[config.mk]
export PLATFORM = sky130hd
export DESIGN_NAME = simt_divergence_mask_stack
export DESIGN_NICKNAME = d
export VERILOG_FILES = /design/src/hdl/sdms_pkg.sv /design/src/hdl/simt_divergence_mask_stack.sv /design/src/hdl/sdms_ram.sv
export VERILOG_INCLUDE_DIRS = /design/src /design/src/hdl
export SDC_FILE = /design/constraint.sdc
export NUM_CORES = 1
export LEC_CHECK = 0
export BUFFER_PORTS_ARGS = -buffer_cell sky130_fd_sc_hd__buf_2
export CORE_MARGIN = 2
export CORE_UTILIZATION = 44
export CTS_CLUSTER_SIZE = 25
export DETAILED_ROUTE_END_ITERATION = 10
export REMOVE_ABC_BUFFERS = 1
export SLEW_MARGIN = 0
export SYNTH_ARGS = -nofsm -noshare
export SYNTH_HDL_FRONTEND = slang
export SYNTH_SLANG_ARGS = --single-unit
[constraint.sdc]
create_clock -name clk_i -period 14.4 [get_ports clk_i]
set_input_delay 1.44 -clock clk_i [delete_from_list [all_inputs] [get_ports clk_i]]
set_output_delay 1.44 -clock clk_i [all_outputs]
set_load 0.02 [all_outputs]
[src/hdl/assert_macros.svh]
// ----------------------------------------------------------------------------
// Assertion macros
// Shared concurrent assertion wrappers for the divergence mask stack RTL.
// ----------------------------------------------------------------------------
`ifndef ASSERT_MACROS_SVH
`define ASSERT_MACROS_SVH

// Property checked on every rising clock edge, disabled while reset is held.
`define ASSERT_CLK(label, clk, rst_n, prop, msg) \
  label: assert property (@(posedge clk) disable iff (!rst_n) (prop)) else $error(msg);

// Condition that must never be true outside reset.
`define ASSERT_NEVER(label, clk, rst_n, cond, msg) \
  label: assert property (@(posedge clk) disable iff (!rst_n) !(cond)) else $error(msg);

`endif

[src/hdl/sdms_pkg.sv]
// ----------------------------------------------------------------------------
// SIMT divergence mask stack package
// Default sizes and stream beat layouts shared by the block's modules.
// ----------------------------------------------------------------------------
package sdms_pkg;

  localparam int unsigned LanesDefault      = 32;
  localparam int unsigned StackDepthDefault = 8;

  // Stream beat widths, padded to whole bytes.
  localparam int unsigned InTdataW  = 32;
  localparam int unsigned OutTdataW = 40;

  // Input beat: lane condition bits in tdata, branch fire flag in tuser and
  // the path done flag in tlast.

  // Output beat layout, highest bits first.
  typedef struct packed {
    logic [4:0]  pad;
    logic        diverged;
    logic        is_full;
    logic        is_empty;
    logic [31:0] lanes_on;
  } out_beat_t;

endpackage

[src/hdl/simt_divergence_mask_stack.sv]
// ----------------------------------------------------------------------------
// SIMT divergence mask stack (post-dominator reconvergence stack)
// Throughput: one beat per cycle while the output is not stalled; the result beat
// is registered, appears in the cycle after the input beat is taken and reports
// the state before update. The beat after a pop is a wait beat: its payload is
// ignored while the popped mask, read from the stack RAM, becomes active.
// Reset: all lanes active, stack empty, running; RAM contents stay undefined.
// ----------------------------------------------------------------------------
`include "assert_macros.svh"

module simt_divergence_mask_stack #(
  parameter int unsigned LANES       = sdms_pkg::LanesDefault,
  parameter int unsigned STACK_DEPTH = sdms_pkg::StackDepthDefault
) (
  input  logic                           clk_i,
  input  logic                           rst_ni,
  // tdata: lane condition bits [31:0], bit i set means lane i takes the branch
  input  logic                           s_axis_tvalid_i,
  output logic                           s_axis_tready_o,
  input  logic [sdms_pkg::InTdataW-1:0]  s_axis_tdata_i,
  // tuser: branch fire flag [0], set when tdata carries a branch outcome
  input  logic                           s_axis_tuser_i,
  // tlast: path done flag, set on the beat that ends the current path
  input  logic                           s_axis_tlast_i,
  // tdata: active lanes [31:0], empty flag [32], full flag [33],
  //        diverged flag [34], zero pad [39:35]
  output logic                           m_axis_tvalid_o,
  input  logic                           m_axis_tready_i,
  output logic [sdms_pkg::OutTdataW-1:0] m_axis_tdata_o
);

  import sdms_pkg::*;

  // Stack pointer holds 0..STACK_DEPTH; the RAM address covers the entries.
  localparam int unsigned SpW   = $clog2(STACK_DEPTH + 1);
  localparam int unsigned AddrW = (STACK_DEPTH > 1) ? $clog2(STACK_DEPTH) : 1;
  localparam logic [LANES-1:0] AllLanes = '1;

  // --------------------------------------------------------------------------
  // Architectural state. The else masks live in the stack RAM; everything
  // else is small enough for flops.
  // --------------------------------------------------------------------------
  logic [LANES-1:0] cur_mask_q, cur_mask_d;
  logic [SpW-1:0]   sp_q, sp_d;
  logic             wait_q, wait_d;
  // When a push and a pop land on the same beat, the popped entry is the one
  // just written, so it is taken from this register instead of the RAM.
  logic             fwd_q;
  logic [LANES-1:0] fwd_mask_q;

  // Output stage.
  logic             out_valid_q;
  out_beat_t        out_beat_q;

  // --------------------------------------------------------------------------
  // Input beat decode.
  // --------------------------------------------------------------------------
  logic             accept;
  logic             fire;
  logic             done;
  logic [LANES-1:0] cond;
  logic [LANES-1:0] then_m;
  logic [LANES-1:0] else_m;

  // A new beat is taken whenever the output register is free or being drained.
  assign s_axis_tready_o = !out_valid_q || m_axis_tready_i;
  assign accept          = s_axis_tvalid_i && s_axis_tready_o;

  assign fire   = s_axis_tuser_i;
  assign done   = s_axis_tlast_i;
  assign cond   = s_axis_tdata_i[LANES-1:0];
  assign then_m = cond & cur_mask_q;
  assign else_m = ~cond & cur_mask_q;

  // --------------------------------------------------------------------------
  // Branch and pop update. The branch is applied first; the pop then sees the
  // stack after a possible push.
  // --------------------------------------------------------------------------
  logic             split;
  logic             push;
  logic             pop;
  logic [SpW-1:0]   sp_br;
  logic [SpW-1:0]   pop_idx;
  logic [LANES-1:0] mask_br;
  logic [LANES-1:0] ram_rdata;

  assign split = (|then_m) && (|else_m);
  // A split on a full stack drops the else lanes but still runs the then lanes.
  assign push  = !wait_q && fire && split && (sp_q < SpW'(STACK_DEPTH));
  assign sp_br = sp_q + SpW'(push);
  assign pop   = !wait_q && done && (sp_br != '0);
  assign pop_idx = sp_br - SpW'(1);

  always_comb begin
    mask_br = cur_mask_q;
    if (fire && (|then_m)) begin
      mask_br = then_m;
    end else if (fire && (|else_m)) begin
      mask_br = else_m;
    end
  end

  always_comb begin
    cur_mask_d = cur_mask_q;
    sp_d       = sp_q;
    wait_d     = wait_q;
    if (accept) begin
      if (wait_q) begin
        // Wait beat: the popped mask takes over and the payload is dropped.
        cur_mask_d = fwd_q ? fwd_mask_q : ram_rdata;
        wait_d     = 1'b0;
      end else begin
        if (done && !pop) begin
          // Path done with nothing stacked reconverges every lane.
          cur_mask_d = AllLanes;
        end else begin
          cur_mask_d = mask_br;
        end
        sp_d   = pop ? pop_idx : sp_br;
        wait_d = pop;
      end
    end
  end

  always @(posedge clk_i or negedge rst_ni) begin
    if (!rst_ni) begin
      cur_mask_q  <= AllLanes;
      sp_q        <= '0;
      wait_q      <= 1'b0;
      fwd_q       <= 1'b0;
      out_valid_q <= 1'b0;
    end else begin
      cur_mask_q <= cur_mask_d;
      sp_q       <= sp_d;
      wait_q     <= wait_d;
      if (accept && pop) begin
        fwd_q <= push;
      end
      if (accept) begin
        out_valid_q <= 1'b1;
      end else if (m_axis_tready_i) begin
        out_valid_q <= 1'b0;
      end
    end
  end

  // Payload registers.
  always @(posedge clk_i) begin
    if (accept && pop) begin
      fwd_mask_q <= else_m;
    end
    if (accept) begin
      out_beat_q.pad      <= '0;
      out_beat_q.diverged <= (sp_q != '0);
      out_beat_q.is_full  <= (sp_q >= SpW'(STACK_DEPTH));
      out_beat_q.is_empty <= (sp_q == '0);
      out_beat_q.lanes_on <= 32'(cur_mask_q);
    end
  end

  // --------------------------------------------------------------------------
  // Stack RAM: else masks pushed at the stack pointer, popped one below the
  // pointer after the branch. The read result is consumed by the wait beat.
  // --------------------------------------------------------------------------
  sdms_ram #(
    .WIDTH (LANES),
    .DEPTH (STACK_DEPTH),
    .ADDR_W(AddrW)
  ) u_stack_ram (
    .clk_i  (clk_i),
    .we_i   (accept && push),
    .waddr_i(sp_q[AddrW-1:0]),
    .wdata_i(else_m),
    .re_i   (accept && pop),
    .raddr_i(pop_idx[AddrW-1:0]),
    .rdata_o(ram_rdata)
  );

  assign m_axis_tvalid_o = out_valid_q;
  assign m_axis_tdata_o  = out_beat_q;

  // --------------------------------------------------------------------------
  // Assertions.
  // --------------------------------------------------------------------------
  `ASSERT_NEVER(a_sp_range, clk_i, rst_ni, sp_q > SpW'(STACK_DEPTH),
                "stack pointer beyond stack depth")
  `ASSERT_CLK(a_pop_waits, clk_i, rst_ni, (accept && pop) |=> wait_q,
              "pop did not enter the wait beat")
  `ASSERT_CLK(a_wait_one_beat, clk_i, rst_ni, (accept && wait_q) |=> !wait_q,
              "wait lasted more than one beat")
  `ASSERT_CLK(a_result_follows, clk_i, rst_ni, accept |=> m_axis_tvalid_o,
              "accepted beat produced no result")

endmodule

[src/hdl/sdms_ram.sv]
// ----------------------------------------------------------------------------
// SDMS generic RAM
// Single write port, single read port, read data registered.
// ----------------------------------------------------------------------------
module sdms_ram #(
  parameter int unsigned WIDTH = 32,
  parameter int unsigned DEPTH = 8,
  parameter int unsigned ADDR_W = (DEPTH > 1) ? $clog2(DEPTH) : 1
) (
  input  logic              clk_i,
  input  logic              we_i,
  input  logic [ADDR_W-1:0] waddr_i,
  input  logic [WIDTH-1:0]  wdata_i,
  input  logic              re_i,
  input  logic [ADDR_W-1:0] raddr_i,
  output logic [WIDTH-1:0]  rdata_o
);

  logic [WIDTH-1:0] mem_q [DEPTH];
  logic [WIDTH-1:0] rdata_q;

  always @(posedge clk_i) begin
    if (we_i) begin
      mem_q[waddr_i] <= wdata_i;
    end
    // Read data holds until the next read.
    if (re_i) begin
      rdata_q <= mem_q[raddr_i];
    end
  end

  assign rdata_o = rdata_q;

endmodule

Word level (Yosys, flattened, before mapping)
Memory sizes are Yosys's and may differ from the RTL's. A register that Yosys moved wholly into a read port is not among the register bits.
Index checks and enable logic that the tools add are counted.
{"block": "totals", "out_inout_bits": 42, "ram_bits": 256, "wordCells": 55, "inputBits": 38, "mem_count": 1, "regBits": 106, "latch_bits": 0, "romBits": 0}
{"block": "op_classes", "n_lt_le_gt_ge": 2, "reduce_logical": 25, "muxes": 11, "div": 0, "bitwise_logic": 4, "eq_ne": 0, "n_shift": 0, "mul": 0, "n_addsub": 2}
{"memory": "u_stack_ram.mem_q", "words": 8, "width": 32, "read_ports": 1, "rd_ports_with_merged_regs": 1, "wr": 1, "line": "sdms_ram.sv:19", "text": "logic [WIDTH-1:0] mem_q [DEPTH];"}
{"operator": "32-bit two-way mux", "n": 5}
{"operator": "32-bit AND", "n": 2}
{"operator": "32-bit OR reduction", "n": 2}
{"operator": "32-bit inverter", "n": 1}
{"operator": "1-bit logical AND", "n": 12}
{"operator": "4-bit nonzero test", "n": 3}
{"operator": "1-bit two-way mux", "n": 5}
{"operator": "4-bit by 1-bit adder with 4-bit output", "n": 1}
{"operator": "4-bit >= comparator, second input constant", "n": 1}
{"operator": "4-bit zero test", "n": 1}
{"operator": "4-bit less-than comparator, second input constant", "n": 1}
{"operator": "4-bit two-way mux", "n": 1}
{"operator": "2-bit AND reduction", "n": 2}
{"operator": "4-bit by 1-bit subtractor with 4-bit output, second input constant", "n": 1}
{"operator": "1-bit zero test", "n": 3}
{"operator": "2-bit nonzero test", "n": 1}
{"operator": "1-bit logical OR", "n": 1}
{"operator": "1-bit inverter", "n": 1}

Longest topological paths before layout
{"block": "logic_depth", "ltp_word": 13, "mapped_depth": 18, "ltp_nobuf": 15}

Cells and area by module
From an unflattened synthesis, not the netlist that was laid out.
{"block": "hier_totals", "cells_unflattened": 999, "area_unflattened_um2": 16632.2}
{"module": "sdms_ram", "area_each_um2": 10786.6, "cells_per_inst": 415, "n_inst": 1}
{"module": "simt_divergence_mask_stack", "area_each_um2": 5845.6, "cells_per_inst": 584, "n_inst": 1}

Least setup slack after synthesis
No wires, ideal clock.
{"block": "synth_path", "path_type": "input to register", "start": "in s_axis_tdata_i[8] (netlist bit)", "end": "reg fwd_q", "arrival_ps": 6105, "slack_ps": 8166, "n_path_buf": 3, "setup_time_ps": 128, "cell_stages": 13, "required_time_ps": 14272, "path_cell_list": "nor2b_1 nor4_1 and4_1 a2111oi_2 ha_1 inv_1 buf_2 buf_1 ha_1 clkbuf_1 a21oi_1 and2_1 mux2_2"}
{"block": "synth_between", "elab_chain_len": 10, "elab_cells_between_ends": 12}
{"item": "start: declaration", "line": "simt_divergence_mask_stack.sv:20", "text": "input logic [sdms_pkg::InTdataW-1:0] s_axis_tdata_i,"}
{"item": "32-bit inverter", "line": "simt_divergence_mask_stack.sv:73", "text": "assign else_m = ~cond & cur_mask_q;"}
{"item": "32-bit AND", "line": "simt_divergence_mask_stack.sv:73"}
{"item": "32-bit OR reduction", "line": "simt_divergence_mask_stack.sv:87", "text": "assign split = (|then_m) && (|else_m);"}
{"item": "1-bit logical AND (*)", "line": "simt_divergence_mask_stack.sv:87"}
{"item": "1-bit logical AND (*) (2 in series)", "line": "simt_divergence_mask_stack.sv:89", "text": "assign push = !wait_q && fire && split && (sp_q < SpW'(STACK_DEPTH));"}
{"item": "via push", "line": "simt_divergence_mask_stack.sv:80", "text": "logic push;"}
{"item": "4-bit by 1-bit adder with 4-bit output (*)", "line": "simt_divergence_mask_stack.sv:90", "text": "assign sp_br = sp_q + SpW'(push);"}
{"item": "4-bit nonzero test (*)", "line": "simt_divergence_mask_stack.sv:91", "text": "assign pop = !wait_q && done && (sp_br != '0);"}
{"item": "1-bit logical AND (*)", "line": "simt_divergence_mask_stack.sv:91"}
{"item": "1-bit logical AND (*)"}
{"item": "via u_stack_ram.re_i", "line": "sdms_ram.sv:14", "text": "input logic re_i,"}
{"item": "end signal: assignment", "line": "simt_divergence_mask_stack.sv:137", "text": "fwd_q <= push;"}
{"item": "end: declaration", "line": "simt_divergence_mask_stack.sv:48", "text": "logic fwd_q;"}
The timed path passes the listed nets; every way through them passes the cells marked *.
A chain may end at the register's enable or synchronous reset.

Worst setup path after layout
{"block": "layout_path", "start": "in s_axis_tdata_i[13] (netlist bit)", "end": "reg cur_mask_q[18]"}
{"block": "layout_between", "elab_chain_len": 13, "elab_cells_between_ends": 20}
{"item": "32-bit inverter (*)", "line": "simt_divergence_mask_stack.sv:73"}
{"item": "32-bit AND (*)", "line": "simt_divergence_mask_stack.sv:73"}
{"item": "via else_m[13]", "line": "simt_divergence_mask_stack.sv:63", "text": "logic [LANES-1:0] else_m;"}
{"item": "32-bit OR reduction (*)", "line": "simt_divergence_mask_stack.sv:87"}
{"item": "1-bit logical AND (*)", "line": "simt_divergence_mask_stack.sv:87"}
{"item": "1-bit logical AND (*) (2 in series)", "line": "simt_divergence_mask_stack.sv:89"}
{"item": "via push", "line": "simt_divergence_mask_stack.sv:80"}
{"item": "4-bit by 1-bit adder with 4-bit output (*)", "line": "simt_divergence_mask_stack.sv:90"}
{"item": "4-bit nonzero test (*)", "line": "simt_divergence_mask_stack.sv:91"}
{"item": "1-bit logical AND (*)", "line": "simt_divergence_mask_stack.sv:91"}
{"item": "1-bit zero test (*)", "line": "simt_divergence_mask_stack.sv:113", "text": "if (done && !pop) begin"}
{"item": "1-bit logical AND (*)", "line": "simt_divergence_mask_stack.sv:113"}
{"item": "4-bit nonzero test (no source line) or 32-bit two-way mux (tied branches)"}
{"item": "2-bit AND reduction (no source line) or 32-bit two-way mux (tied branches)"}
{"item": "end signal: assignment", "line": "simt_divergence_mask_stack.sv:127", "text": "cur_mask_q <= AllLanes;"}
{"item": "end signal: assignment", "line": "simt_divergence_mask_stack.sv:133", "text": "cur_mask_q <= cur_mask_d;"}
{"item": "end: declaration", "line": "simt_divergence_mask_stack.sv:43", "text": "logic [LANES-1:0] cur_mask_q, cur_mask_d;"}
Marked as above.

==> flow_metrics.py <==
metrics = {
    "yosys": {
        "syn_area_um2": 15800,
        "ys_seq_area_frac": 0.7392,
        "synth_ff_type": "edfxtp_1",
        "syn-mean-instance-area_um2": 18.83,
        "yosys_warnings": 0,
        "syn_inst": 839,
        "synth_area_leaders": "edfxtp_1 67%, mux4_2 9.1%, dfstp_2 5.3%",
        "yosysTopAreaCell": "edfxtp_1",
        "synth_cell_types": 43,
        "synth_top_area_frac": 0.6749,
        "synth-edff-count": 355,
        "async_reset_ff_frac": 0.09898,
        "ys_seq_elements": 394,
    },
    "global_routing": {
        "antenna_found_initial": 2,
        "overflow": 0,
        "grt_pass1_vias": 8154,
        "grt_pass1_wl_mm": 53.05,
        "grt_usage": 0.1905,
        "grt_max_degree": 49,
    },
    "power": {
        "ir_worst_vdd_mv": 0.1774,
        "power_density_nw_per_um2": 225.2,
        "p_leak_nw": 6.157,
    },
    "clock_tree": {
        "clock_sinks": 394,
        "cts_resized": 0,
        "insertion_delay_ps": 540,
        "cts_tree": "yes",
        "clockBufferDepth": 3,
        "clkTransAtPathRegs_ps": 60,
        "root_buffer": "clkbuf_16",
        "cts_max_level": 2,
        "cts_setup_buffers": 0,
        "cts-hold-fix-buffers": 0,
        "numCtsBuffers": 42,
    },
    "sta": {
        "relSlewSlack": 0.3011,
        "fmax_ghz": 0.1641,
        "skew_ps": 21.85,
        "tightest_slew_ps": 1047,
        "final.setup.tns_ps": 0,
        "rsz0062_at_grt": "false",
        "drv_slew": 0,
        "setup_viol": 0,
        "min_period_ps": 6093,
        "finalCritPeriodShare": 0.4231,
        "finalHoldViolations": 0,
    },
    "routing": {
        "drtIter0Drc": 653,
        "num_vias": 8084,
        "wl_per_cell_um": 24.71,
        "ant_nets": 0,
        "wl_mm": 35.44,
        "firstDrtPassIters": 5,
        "viasPerCell": 5.637,
        "drc": 0,
    },
    "critical_path": {
        "crit_path_max_incr_delay_ps": 610,
        "crit_chain": "buf_2 > nor2b_1 > nor4_1 > and4_1 > a2111oi_2 > ha_1 > inv_4 > ha_1 > nand3b_1 > o221a_1 > nor2b_1 > a211o_1 > buf_4 > o21bai_1 > o2bb2ai_1",
        "worst-path-buf-inv": 3,
        "criticalPathCategory": "in -> reg",
        "cp_max_fo": 34,
        "cp-start-kind": "input pin",
        "cp_slowest_cell": "nor2b_1",
        "cp.required_ps": 14840,
        "cp_top_family": "compound AO/OA/AOI/OAI gates",
        "crit_arrival_ps": 6540,
        "critPathCaptureType": "flip-flop",
    },
    "floorplanning": {
        "dieWidth_um": 193.5,
        "num_rows": 69,
        "dieArea_um2": 37430,
        "die_h_um": 193.5,
        "start_util": 0.4451,
        "io_pins": 80,
        "core-area_um2": 35480,
    },
    "place": {
        "post-dp-hpwl_mm": 20.86,
        "place.gp.congestion": 0.8440,
        "placed_cells": 1356,
        "port_buffers": 74,
    },
    "cells_and_area": {
        "final_cell_mix": "355 x edfxtp_1, 74 x buf_2, 64 x mux4_2",
        "drive_gt1_frac": 0.3289,
        "nets": 980,
        "area_delta_synth_final_pct": 15.19,
        "fillCellCount": 2839,
        "final_common_cell": "edfxtp_1",
        "final_cells": 1434,
        "n_antenna_cell": 0,
    },
    "worst_hold_path": {
        "hp-class": "reg -> reg",
    },
    "status": {
        "status": "complete, no violations",
    },
    "run": {
        "drv_cap": 0,
    },
}
cell usage after synthesis (4+ instances only):
| library cell | number |
|---|---|
| mux2i_1 | 23 |
| o21ai_0 | 21 |
| mux4_2 | 64 |
| dfrtp_1 | 7 |
| buf_1 | 5 |
| a22o_1 | 23 |
| nor4_1 | 9 |
| buf_4 | 8 |
| a22oi_1 | 10 |
| inv_1 | 6 |
| o21bai_1 | 9 |
| xnor2_1 | 27 |
| dfstp_2 | 32 |
| nor2_1 | 12 |
| clkbuf_1 | 18 |
| buf_2 | 13 |
| o2bb2ai_1 | 9 |
| a21oi_1 | 4 |
| edfxtp_1 | 355 |
| nor2b_1 | 33 |
| a21o_1 | 24 |
| nand2_1 | 45 |
| mux2_2 | 43 |
| nand3_1 | 8 |
final cells by class:
type                            count  area, um2  area share
Tap cell                          461      576.8     0.03170
Inverter                            6      25.02    0.001375
Multi-Input combinational cell    399       3978      0.2186
Sequential cell                   394      11680      0.6418
Clock inverter                     22      217.7     0.01197
Timing Repair Buffer               96      535.5     0.02943
Clock buffer                       56       1185     0.06512
power breakdown:
group	switching, mW	internal, mW	leakage [nW]	total, mW
Clock	0.445	0.638	0.697	1.08
Sequential	0.0933	1.56	3.70	1.65
Combinational	0.712	0.653	1.76	1.37
kinds of logic after synthesis:
| family | synth area share |
|---|---|
| AOI/OAI and AO/OA | 0.05046 |
| xor gates and xnor gates | 0.01608 |
| adders and majority gates | 0.002377 |
| buffers and inverters | 0.01481 |
| DFF | 0.7392 |
| muxes | 0.1365 |
| other | 0.0002374 |
| and+or+nand+nor | 0.04032 |
state kept, by name, summed over array words and instances, names as in the netlist:
name                 cells
cur_mask_q              32
fwd_q                    1
u_stack_ram.rdata_o     32
m_axis_tvalid_o          1
sp_q                     4
fwd_mask_q              32
m_axis_tdata_o          35
u_stack_ram.mem_q      256
wait_q                   1
through the flow:
step	total power [mW]	hold WS, ps	utilization	area (um2)	setup WS, ps
2_1_floorplan	2.726	475.3	-	15600	5438
3_3_place_gp	3.044	485.4	0.4733	16790	7826
3_5_place_dp	3.056	489.6	0.4733	16790	7673
4_1_cts	4.144	499.0	0.5128	18200	8239
5_1_grt	4.292	509.1	0.5128	18200	7917
6_report	4.097	501.2	0.5128	18200	8307
final timing paths:
kind                       slack (ps)          startpoint             end  cells past startpoint
setup / recovery                 8310  s_axis_tdata_i[13]  cur_mask_q[18]                     15
hold / removal                    500       cur_mask_q[2]   cur_mask_q[2]                      1
setup reg to reg                 8740      cur_mask_q[13]  cur_mask_q[18]                     14
hold reg to reg                   500       cur_mask_q[2]   cur_mask_q[2]                      1
max in group asynchronous       12910              rst_ni           fwd_q                      2
min in group asynchronous        1030              rst_ni         sp_q[0]                      2
layer usage:
layer	vias to the layer above	GRT usage	part of all wire
li1	3544	-	-
met1	4273	0.2678	0.44
met2	212	0.3173	0.50
met3	51	0.02842	0.045
met4	4	0.04213	0.015
met5	-	0	0.00073
No activity file was read; power rests on OpenSTA's default activity.
